File: src/chr_pkg.sv
// Shared types, constants and hash helpers for the consistent-hash ring router.
// No dependencies; imported by every module of the block.
package chr_pkg;

  localparam int NODE_SLOTS_DEF = 16;
  localparam int VNODES_MAX_DEF = 64;
  localparam int QUEUE_DEPTH    = 2;
  localparam int VN_W           = 7;

  localparam logic [31:0]     FNV_OFFSET = 32'd2166136261;
  localparam logic [31:0]     FNV_PRIME  = 32'd16777619;
  localparam logic [31:0]     MIX_C1     = 32'h85EBCA6B;
  localparam logic [31:0]     MIX_C2     = 32'hC2B2AE35;
  localparam logic [7:0]      HASH_CHAR  = 8'h23;
  localparam logic [3:0]      DIGIT_HI   = 4'h3;
  localparam logic [VN_W-1:0] VN_RESET   = 7'd16;

  typedef enum logic [1:0] {
    CMD_LOOKUP = 2'd0,
    CMD_ADD    = 2'd1,
    CMD_REMOVE = 2'd2
  } cmd_e;

  typedef enum logic [1:0] {
    ST_OK   = 2'd0,
    ST_DUP  = 2'd1,
    ST_NONE = 2'd2
  } status_e;

  typedef enum logic [3:0] {
    B_IDLE, B_VH, B_MX1, B_MX2, B_MX3, B_SRD, B_SCMP, B_PCHK,
    B_SHRD, B_SHWR, B_INS, B_ADV, B_RESP, B_WRD, B_WCHK, B_FLUSH
  } back_st_e;

  typedef struct packed {
    logic [1:0] cmd;
    logic [7:0] data_byte;
    logic       byte_valid;
    logic       last_byte;
    logic [3:0] node_slot;
    logic [4:0] replica_count;
  } in_t;

  typedef struct packed {
    logic [1:0]  kind;
    logic [1:0]  status;
    logic        found;
    logic [3:0]  node;
    logic        last_result;
    logic [4:0]  node_total;
    logic [15:0] present_mask;
  } out_t;

  typedef struct packed {
    cmd_e        cmd;
    logic [31:0] hash;
    logic [3:0]  slot;
    logic [4:0]  want;
  } job_t;

  typedef struct packed {
    logic [31:0] pos;
    logic [3:0]  owner;
  } ring_ent_t;

  function automatic logic [31:0] fnv_byte(input logic [31:0] h, input logic [7:0] b);
    return (h ^ {24'd0, b}) * FNV_PRIME;
  endfunction

endpackage

File: src/chr_fifo.sv
// Short job queue between the byte front end and the ring sequencer.
// Depends on chr_pkg.
module chr_fifo #(
  parameter int DEPTH = chr_pkg::QUEUE_DEPTH
) (
  input  logic          clk_i,
  input  logic          rst_ni,
  input  logic          push_i,
  input  chr_pkg::job_t data_i,
  output logic          full_o,
  output logic          valid_o,
  input  logic          pop_i,
  output chr_pkg::job_t data_o
);
  import chr_pkg::*;

  localparam int PW = (DEPTH > 1) ? $clog2(DEPTH) : 1;
  localparam int CW = $clog2(DEPTH + 1);

  job_t          mem_q [DEPTH];
  logic [PW-1:0] wptr_q, wptr_d, rptr_q, rptr_d;
  logic [CW-1:0] cnt_q, cnt_d;
  logic          do_push, do_pop;

  assign full_o  = (cnt_q == CW'(DEPTH));
  assign valid_o = (cnt_q != '0);
  assign data_o  = mem_q[rptr_q];

  always_comb begin
    do_push = push_i && !full_o;
    do_pop  = pop_i && valid_o;
    wptr_d  = wptr_q;
    rptr_d  = rptr_q;
    if (do_push) begin
      wptr_d = (wptr_q == PW'(DEPTH - 1)) ? '0 : PW'(wptr_q + 1'b1);
    end
    if (do_pop) begin
      rptr_d = (rptr_q == PW'(DEPTH - 1)) ? '0 : PW'(rptr_q + 1'b1);
    end
    cnt_d = cnt_q + CW'(do_push) - CW'(do_pop);
  end

  always_ff @(posedge clk_i or negedge rst_ni) begin
    if (!rst_ni) begin
      wptr_q <= '0;
      rptr_q <= '0;
      cnt_q  <= '0;
    end else begin
      wptr_q <= wptr_d;
      rptr_q <= rptr_d;
      cnt_q  <= cnt_d;
    end
  end

  always_ff @(posedge clk_i) begin
    if (do_push) begin
      mem_q[wptr_q] <= data_i;
    end
  end

endmodule

File: config.mk
export PLATFORM = sky130hd
export DESIGN_NAME = chr_fifo
export DESIGN_NICKNAME = d
export VERILOG_FILES = /design/src/chr_pkg.sv /design/src/chr_fifo.sv
export SDC_FILE = /design/constraint.sdc
export NUM_CORES = 1
export LEC_CHECK = 0
export BUFFER_PORTS_ARGS = -buffer_cell sky130_fd_sc_hd__buf_2
export CAP_MARGIN = 30
export CELL_PAD_IN_SITES_DETAIL_PLACEMENT = 1
export CELL_PAD_IN_SITES_GLOBAL_PLACEMENT = 1
export CORE_ASPECT_RATIO = 2
export CORE_UTILIZATION = 39
export DETAILED_ROUTE_END_ITERATION = 12
export GPL_TIMING_DRIVEN = 0
export PLACE_DENSITY = 0.74
export SYNTH_ARGS = -nofsm -noshare
export SYNTH_HDL_FRONTEND = slang
export SYNTH_SLANG_ARGS = --single-unit
File: constraint.sdc
create_clock -name clk_i -period 3.7 [get_ports clk_i]
set_input_delay 0.37 -clock clk_i [delete_from_list [all_inputs] [get_ports clk_i]]
set_output_delay 0.37 -clock clk_i [all_outputs]
set_load 0.02 [all_outputs]
==> impl_metrics.yaml <==
clock_network:
  root_buffer: "clkbuf_16"
  clk_pin_slew_worst_paths_ns: 0.06
  cts_sinks: 90
  ctsLongestPathBuffers: 2
  cts-buffers-inserted: 9
  clock_latency_ns: 0.34
  cts_htree_levels: 3
  cts_tree: "done"
global_route:
  grt_pass1_vias: 1927
  grt-ovfl-total: 0
  grt_usage: 0.148
  grt_pass1_wl_um: 9330
  antenna_found_initial: 0
  grt_max_degree: 25
critical_path:
  cp_cell_sequence: "nand2b_1 > nand2_1 > nor2_4 > buf_16"
  cp.depth: 4
  start_kind: "flop"
  worstRegToRegCells: 4
  slowest_stage: "nor2_4"
  crit_family: "simple AND/OR/NAND/NOR gates"
  crit_fanout: 22
  criticalPathCategory: "reg2reg"
  endpoint_kind: "flop"
  required_ns: 3.74
  path_buf_inv: 1
  cp_slowest_stage_delay_ns: 0.60
  arrival_ns: 1.91
logic_synthesis:
  synth_simple_gate_area_frac: 0.0101
  ys_top_cells_by_area: "edfxtp_1, mux2_4, dfrtp_1"
  ys_seq_area_frac: 0.773
  synth_compound_area_frac: 0
  synth_cell_types: 15
  synth_edf_count: 86
  synthFlopType: "edfxtp_1"
  synth_top_area_share: 0.744
  synth-xor-area-share: 0.0101
  syn_inst: 152
  synth_most_common_cell: "edfxtp_1"
  synth_top_family_by_area: "multiplexers"
  ys_top_cells_by_count: "edfxtp_1, mux2_4, buf_6"
  ys_ff_latch: 90
  synthAdderAreaFrac: 0.00721
  syn_nets: 201
  syn_avg_cell_area_um2: 22.8
  yosys.area.top_type: "edfxtp_1"
  synthMuxAreaShare: 0.182
  yosys_warnings: 0
  async_flop_share: 0.0444
  synth.cell_area_mm2: 0.00347
timing:
  setup_ws_ns: 1.83
  clock_skew_ns: 0.00641
  fin_crit_sh: 0.505
  max_freq_ghz: 0.536
  final_hold_viol_count: 0
  whs_ns: 0.217
  finalMaxSlewViolations: 0
  fin_crit_ns: 1.87
  rsz0062_at_grt: "no"
  setup_viol_count_final: 0
  tightest_slew_ns: 0.737
  relSlewSlack: 0.507
worst_hold_path:
  whs_path_depth: 1
  min_path_type: "in2reg"
drt:
  routed_wl_um: 6290
  wl_per_cell_um: 17.4
  drcViolationCount: 0
  drt_iter0_drc: 85
  drt-vias-per-instance: 4.75
  num_vias: 1718
  dr.pass1.iters: 5
  ant_nets: 0
layout:
  final_nets: 306
  post_layout_nonfiller_instances: 362
  antenna_cells: 0
  synthToLayoutAreaGrowth_pct: 26.2
  fin_area_mm2: 0.00438
  drive_gt1_frac: 0.595
placed_design:
  placed_area_mm2: 0.00411
  dpl_worst_slack_ns: 1.79
  dp_hpwl_um: 4670
  port_buffers: 91
  gp_congestion: 0.659
  place_inst: 345
power:
  power.total_mw: 3.65
  power.density_mw_per_mm2: 832
  internal_power_mw: 2.48
  ir_drop_v: 0.000593
  clock_power_share: 0.218
  p_leak_nw: 1.78
  seqPwrFrac: 0.403
  switching_share: 0.320
  power_frac_comb: 0.380
  p_switching_mw: 1.17
floorplanning:
  core_mm2: 0.00865
  num_rows: 48
  io_pins: 92
  initial_core_util: 0.401
  die_h_um: 135
  die_area_mm2: 0.00931
  die_x_um: 68.7
job:
  drv_cap: 0
run_status:
  outcome: "complete, no violations"
sequential cells by signal, summed over array words and instances, names as in the netlist:
name / count
rptr_q: 1
wptr_q: 1
mem_q: 86
cnt_q: 2
cell usage in the layout (no fill, tap or decap), types with 2 or more instances in the layout:
cell type / Yosys / final
mux2_2: 4 / 4
dfrtp_1: 4 / 4
clkbuf_16: 0 / 9
ha_1: 2 / 2
mux2_4: 39 / 39
buf_6: 5 / 5
inv_1: 2 / 2
buf_2: 0 / 91
edfxtp_1: 86 / 86
clkinv_4: 0 / 2
clkinv_1: 0 / 3
xnor2_1: 3 / 3
power groups by stage:
stage	clock, mW	combinational, mW	sequential [mW]
2_1_floorplan	0	1.00	1.47
3_3_place_gp	0	1.34	1.49
3_5_place_dp	0	1.41	1.49
4_1_cts	0.818	1.42	1.47
5_1_grt	0.848	1.48	1.49
6_report	0.793	1.39	1.47
worst register-to-register path: cells and delay by family (launching register included):
family        cells  cell delay, ns
buf+inv           1            0.25
flops             1            0.41
simple gates      3            0.90
path summary, 6_finish.rpt:
path | slack (ns) | from | endpoint
max in group asynchronous | 3.20 | rst_ni | cnt_q[1]
setup reg to reg | 1.83 | cnt_q[1] | mem_q[0][8]
hold / removal | 0.22 | data_i[17] | mem_q[0][17]
setup / recovery | 1.83 | cnt_q[1] | mem_q[0][8]
min in group asynchronous | 0.37 | rst_ni | cnt_q[0]
hold reg to reg | 0.52 | cnt_q[1] | cnt_q[1]
layout make-up:
cell class                      count  area, um^2
Multi-Input combinational cell     55         734
Inverter                            2        7.51
Clock buffer                       10         229
Tap cell                          100         125
Sequential cell                    90        2680
Fill cell                         852        4270
Clock inverter                      6        33.8
Buffer                              5        56.3
Timing Repair Buffer               94         513
cells by family (layout without fill, tap and decap cells):
logic type,after synthesis,after routing
muxes,43,43
and+or+nand+nor,6,6
xor gates and xnor gates,4,4
DFF,90,90
adders and majority gates,2,2
buffers and inverters,7,117
metrics by stage:
step | util | TNS [ns]
after CTS | 0.507 | 0
after global placement | 0.469 | -7.69
after floorplan | - | 0
after global routing | 0.507 | 0
after detailed placement | 0.475 | 0
final | 0.507 | 0
metal layers:
metal | global-route usage | vias to the layer above | share of wire
li1 | - | 801 | -
met1 | 0.129 | 832 | 0.31
met2 | 0.261 | 67 | 0.58
met3 | 0.0564 | 18 | 0.063
met4 | 0.104 | 0 | 0.043
met5 | 0 | - | 0
timing repair:
item | in CTS | in global routing
hold buffers | 1 | 0
buffers inserted | 0 | 0
endpoints found under the hold margin | 4 | 0
gates resized for setup | 0 | 0
Power figures use the tool's default switching activity.
