$ cat config.mk
export PLATFORM = sky130hd
export DESIGN_NAME = chr_front
export DESIGN_NICKNAME = d
export VERILOG_FILES = /design/src/chr_pkg.sv /design/src/chr_front.sv
export SDC_FILE = /design/constraint.sdc
export NUM_CORES = 1
export LEC_CHECK = 0
export BUFFER_PORTS_ARGS = -buffer_cell sky130_fd_sc_hd__clkbuf_2
export CAP_MARGIN = 20
export CORE_UTILIZATION = 60
export CTS_CLUSTER_SIZE = 40
export DETAILED_ROUTE_END_ITERATION = 10
export PLACE_DENSITY_LB_ADDON = 0.1
export SYNTH_ARGS = -nofsm -noshare
export SYNTH_HDL_FRONTEND = slang
export SYNTH_SLANG_ARGS = --single-unit
export TNS_END_PERCENT = 20
$ cat constraint.sdc
create_clock -name clk_i -period 9.2 [get_ports clk_i]
set_input_delay 1.38 -clock clk_i [delete_from_list [all_inputs] [get_ports clk_i]]
set_output_delay 1.38 -clock clk_i [all_outputs]
set_load 0.005 [all_outputs]
$ cat src/chr_pkg.sv
// Shared types, constants and hash helpers for the consistent-hash ring router.
// No dependencies; imported by every module of the block.
package chr_pkg;

  localparam int NODE_SLOTS_DEF = 16;
  localparam int VNODES_MAX_DEF = 64;
  localparam int QUEUE_DEPTH    = 2;
  localparam int VN_W           = 7;

  localparam logic [31:0]     FNV_OFFSET = 32'd2166136261;
  localparam logic [31:0]     FNV_PRIME  = 32'd16777619;
  localparam logic [31:0]     MIX_C1     = 32'h85EBCA6B;
  localparam logic [31:0]     MIX_C2     = 32'hC2B2AE35;
  localparam logic [7:0]      HASH_CHAR  = 8'h23;
  localparam logic [3:0]      DIGIT_HI   = 4'h3;
  localparam logic [VN_W-1:0] VN_RESET   = 7'd16;

  typedef enum logic [1:0] {
    CMD_LOOKUP = 2'd0,
    CMD_ADD    = 2'd1,
    CMD_REMOVE = 2'd2
  } cmd_e;

  typedef enum logic [1:0] {
    ST_OK   = 2'd0,
    ST_DUP  = 2'd1,
    ST_NONE = 2'd2
  } status_e;

  typedef enum logic [3:0] {
    B_IDLE, B_VH, B_MX1, B_MX2, B_MX3, B_SRD, B_SCMP, B_PCHK,
    B_SHRD, B_SHWR, B_INS, B_ADV, B_RESP, B_WRD, B_WCHK, B_FLUSH
  } back_st_e;

  typedef struct packed {
    logic [1:0] cmd;
    logic [7:0] data_byte;
    logic       byte_valid;
    logic       last_byte;
    logic [3:0] node_slot;
    logic [4:0] replica_count;
  } in_t;

  typedef struct packed {
    logic [1:0]  kind;
    logic [1:0]  status;
    logic        found;
    logic [3:0]  node;
    logic        last_result;
    logic [4:0]  node_total;
    logic [15:0] present_mask;
  } out_t;

  typedef struct packed {
    cmd_e        cmd;
    logic [31:0] hash;
    logic [3:0]  slot;
    logic [4:0]  want;
  } job_t;

  typedef struct packed {
    logic [31:0] pos;
    logic [3:0]  owner;
  } ring_ent_t;

  function automatic logic [31:0] fnv_byte(input logic [31:0] h, input logic [7:0] b);
    return (h ^ {24'd0, b}) * FNV_PRIME;
  endfunction

endpackage

$ cat src/chr_front.sv
// Front end: folds key/name bytes into the FNV-1a hash and issues a job on the last byte.
// Depends on chr_pkg.
module chr_front (
  input  logic          clk_i,
  input  logic          rst_ni,
  input  logic          in_valid_i,
  output logic          in_stall_o,
  input  chr_pkg::in_t  in_data_i,
  input  logic          full_i,
  output logic          push_o,
  output chr_pkg::job_t job_o
);
  import chr_pkg::*;

  logic [31:0] hash_q, hash_d, h_upd;
  logic        live;

  assign in_stall_o = full_i;

  always_comb begin
    live = in_valid_i && !full_i &&
           (in_data_i.cmd == CMD_LOOKUP || in_data_i.cmd == CMD_ADD ||
            in_data_i.cmd == CMD_REMOVE);
    h_upd = in_data_i.byte_valid ? fnv_byte(hash_q, in_data_i.data_byte) : hash_q;
    hash_d = hash_q;
    if (live) begin
      hash_d = in_data_i.last_byte ? FNV_OFFSET : h_upd;
    end
    push_o     = live && in_data_i.last_byte;
    job_o.cmd  = cmd_e'(in_data_i.cmd);
    job_o.hash = h_upd;
    job_o.slot = in_data_i.node_slot;
    job_o.want = in_data_i.replica_count;
  end

  always_ff @(posedge clk_i or negedge rst_ni) begin
    if (!rst_ni) begin
      hash_q <= FNV_OFFSET;
    end else begin
      hash_q <= hash_d;
    end
  end

endmodule

==> flow_summary.yaml <==
clock_network:
  clk_pin_slew_worst_paths_ns: 0.06
  post_cts_hold_buffer_count: 0
  postCtsSetupBuffers: 0
  postCtsResizedCells: 0
  number_of_buffers_created_by_cts: 5
  clockBufferDepth: 2
  cts_root_buffer: "sky130_fd_sc_hd__clkbuf_16"
  clock_sink_count: 32
  tritoncts: "built"
  clock_insertion_delay_worst_skew_ns: 0.29
  cts_htree_levels: 2
finish:
  layout-area-overhead-vs-synth_pct: 6.41
  finish.utilization_pct: 65.4
  regMostFlops: "hash_q"
  insertedDiodeCount: 0
  reg.largest.list: "hash_q: 32 flops"
  nets: 1102
  largest_reg_flops: 32
  final_cell_area_mm2: 0.00783
  post_route_cells_drive_above_1_share_pct: 12.0
critical_path:
  count_of_buffering_cells_on_the_critical_path_with_inverters_included: 5
  crit_path_start_kind: "input pin"
  path_common_cell: "sky130_fd_sc_hd__ha_1"
  worst_path_max_delay_cell: "sky130_fd_sc_hd__fa_1"
  critical_path_class: "input pin to output port"
  timing.critical_path.fanout_max: 6
  crit_path_cell_trace: "clkbuf_2, xnor2_1, inv_1, ha_1, ha_1, fa_1, ha_1, fa_1, ha_1, inv_1, fa_1, inv_1, ha_1, a21o_1, a221oi_2, o21ai_1, a221o_1, nand2b_1, o21ai_1, o41a_1, a311oi_2, xnor2_1, mux2_2, clkbuf_2"
  critPathMaxStageDelay_ns: 0.52
  cp_top_family: "adder cells"
  crit_path_end_kind: "output port"
  cp.required_ns: 7.82
  cp.arrival_ns: 7.58
logic_synthesis:
  yosysSeqAreaShare_pct: 11.1
  synthCells: 782
  yosysUniqueCellTypes: 54
  nets_in_the_synthesized_netlist: 1065
  yosys.area.top_type_share_pct: 31.3
  syn_area_mm2: 0.00735
  ys_seq_elements: 32
  most_used_standard_cells_in_the_synthesized_netlist: "184 x sky130_fd_sc_hd__ha_1, 171 x sky130_fd_sc_hd__inv_1, 74 x sky130_fd_sc_hd__fa_1, 39 x sky130_fd_sc_hd__nand2_1, 33 x sky130_fd_sc_hd__a21oi_1"
  ys.flop_type: "sky130_fd_sc_hd__dfrtp_1"
  netlist.top_cell.by_area: "sky130_fd_sc_hd__ha_1"
  number_of_warnings_printed_during_yosys_synthesis: 0
  asyncSetResetFlopFracSynth_pct: 100
  most_repeated_cell_in_the_gate_level_netlist_after_synthesis: "sky130_fd_sc_hd__ha_1"
  synth_top_area_cells: "sky130_fd_sc_hd__ha_1 31%, sky130_fd_sc_hd__fa_1 20%, sky130_fd_sc_hd__inv_1 8.7%"
  synth_enable_flop_cells: 0
  postSynthAreaPerCell_um2: 9.40
hold_path:
  hold_path_class: "flop to flop"
floorplan:
  placement_rows: 40
  io_pins: 70
  die_x_um: 113
  die-area_mm2: 0.0127
  start_util_pct: 61.5
  die-height_um: 113
  core-area_mm2: 0.0120
sta:
  hold_violations: 0
  worstMarginPinSlew_ns: 0.904
  fin_crit_ns: 8.96
  final_min_period_over_clock_period_pct: 97.4
  fin_setup_tns_ns: 0
  rsz_0062_raised_after_global_routing: "false"
  timing.fmax_ghz: 0.112
  timing.max_slew.rel_slack_pct: 39.5
  final-setup-viol-count: 0
  final.setup_skew_ns: 0.00907
  report.final.slew_viol_count: 0
detailed_routing:
  drt-pass1-iter-count: 5
  detail_route.vias_per_cell: 5.75
  drt_wl_total_um: 17900
  drt_iter0_markers: 201
  num_vias: 5565
  ant_nets_after_route: 0
  drt_drc_violations_left: 0
  wl_per_cell_um: 18.5
place:
  finalWeightedCongestion: 0.943
  dp_hpwl_um: 14900
  dpl-instance-area_mm2: 0.00768
  buffer_ports.inserted: 51
global_routing:
  grt_use_total_pct: 30.4
  grt_pass1_wl_um: 29600
  antenna_found_initial: 0
  globalRouteOverflowTotal: 0
  grt_pass1_vias: 5992
  maximum_number_of_pins_on_one_net_before_global_route_repair: 37
outcome:
  status: "completed"
run:
  maxCapViolations: 0
[per-layer routing]
| metal | vias to the layer above | GRT usage [%] | routed length, µm |
|---|---|---|---|
| met1 | 2704 | 39.0 | 7560 |
| met2 | 169 | 53.6 | 8860 |
| met4 | 0 | 9.51 | 490 |
| met5 | - | 0 | 0 |
| met3 | 37 | 3.80 | 1010 |
| li1 | 2655 | - | - |
[cell usage in the layout (no fill, tap or decap), drive strengths merged, types with 3 or more instances in the layout]
cell / synthesis / final
a211oi: 5 / 5
a21o: 8 / 8
a21oi: 33 / 33
a22o: 8 / 8
a31oi: 3 / 3
and2: 5 / 5
and3: 6 / 6
buf: 14 / 4
clkbuf: 11 / 56
dfrtp: 18 / 18
dfstp: 14 / 14
fa: 74 / 74
ha: 184 / 184
inv: 171 / 171
mux2: 15 / 15
nand2: 39 / 39
nand2b: 4 / 4
nand3: 5 / 5
nor2: 27 / 27
nor2b: 5 / 5
nor3: 6 / 6
o21a: 6 / 6
o21ai: 23 / 23
o21bai: 4 / 4
o22a: 8 / 8
o31ai: 6 / 6
xnor2: 32 / 32
xor2: 19 / 19
[worst min-delay path, delay by kind of cell, from the launching register on]
family        cells  cell delay (ns)
flops             1             0.39
simple gates      2             0.10
[path summary, 6_finish.rpt]
kind	start	endpoint	slack [ns]	cells past startpoint
min reg2reg	hash_q[2]$_DFFE_PN1P_	hash_q[2]$_DFFE_PN1P_	0.49	2
max in group asynchronous	rst_ni	hash_q[3]$_DFFE_PN0P_	7.43	1
max	in_data_i[18]	job_o[39]	0.24	24
min in group asynchronous	rst_ni	hash_q[28]$_DFFE_PN0P_	1.19	1
min	hash_q[2]$_DFFE_PN1P_	hash_q[2]$_DFFE_PN1P_	0.49	2
max reg2reg	hash_q[7]$_DFFE_PN1P_	hash_q[30]$_DFFE_PN0P_	2.69	22
[area by class of cell]
class / count / area [µm²]
timing repair buffer: 55 / 285
multi-input combinational: 554 / 5750
clock inverter: 3 / 23.8
fill: 1012 / 4140
tap: 147 / 184
sequential: 32 / 818
inverter: 171 / 642
clock buffer: 5 / 125
[cells by family after synthesis]
family,Yosys count,synth area share (%)
buffers and inverters,196,10.7
AND/OR/NAND/NOR,106,6.82
AO/OA/AOI/OAI,124,11.5
multiplexers,15,2.30
XOR/XNOR,51,6.07
adder cells (fa/ha/maj),258,51.5
flip-flops,32,11.1
[metrics by stage]
step / std cells / worst slack, ns / hold WS (ns)
global placement: 959 / 0.411 / 0.470
floorplan: 782 / 1.03 / 0.461
detailed placement: 959 / 0.308 / 0.486
global route: 967 / 0.0467 / 0.511
finish: 967 / 0.242 / 0.490
CTS: 967 / 0.279 / 0.494
Power is not shown: default switching activity piles up to over one toggle a cycle in this logic, so the estimate is an artifact.
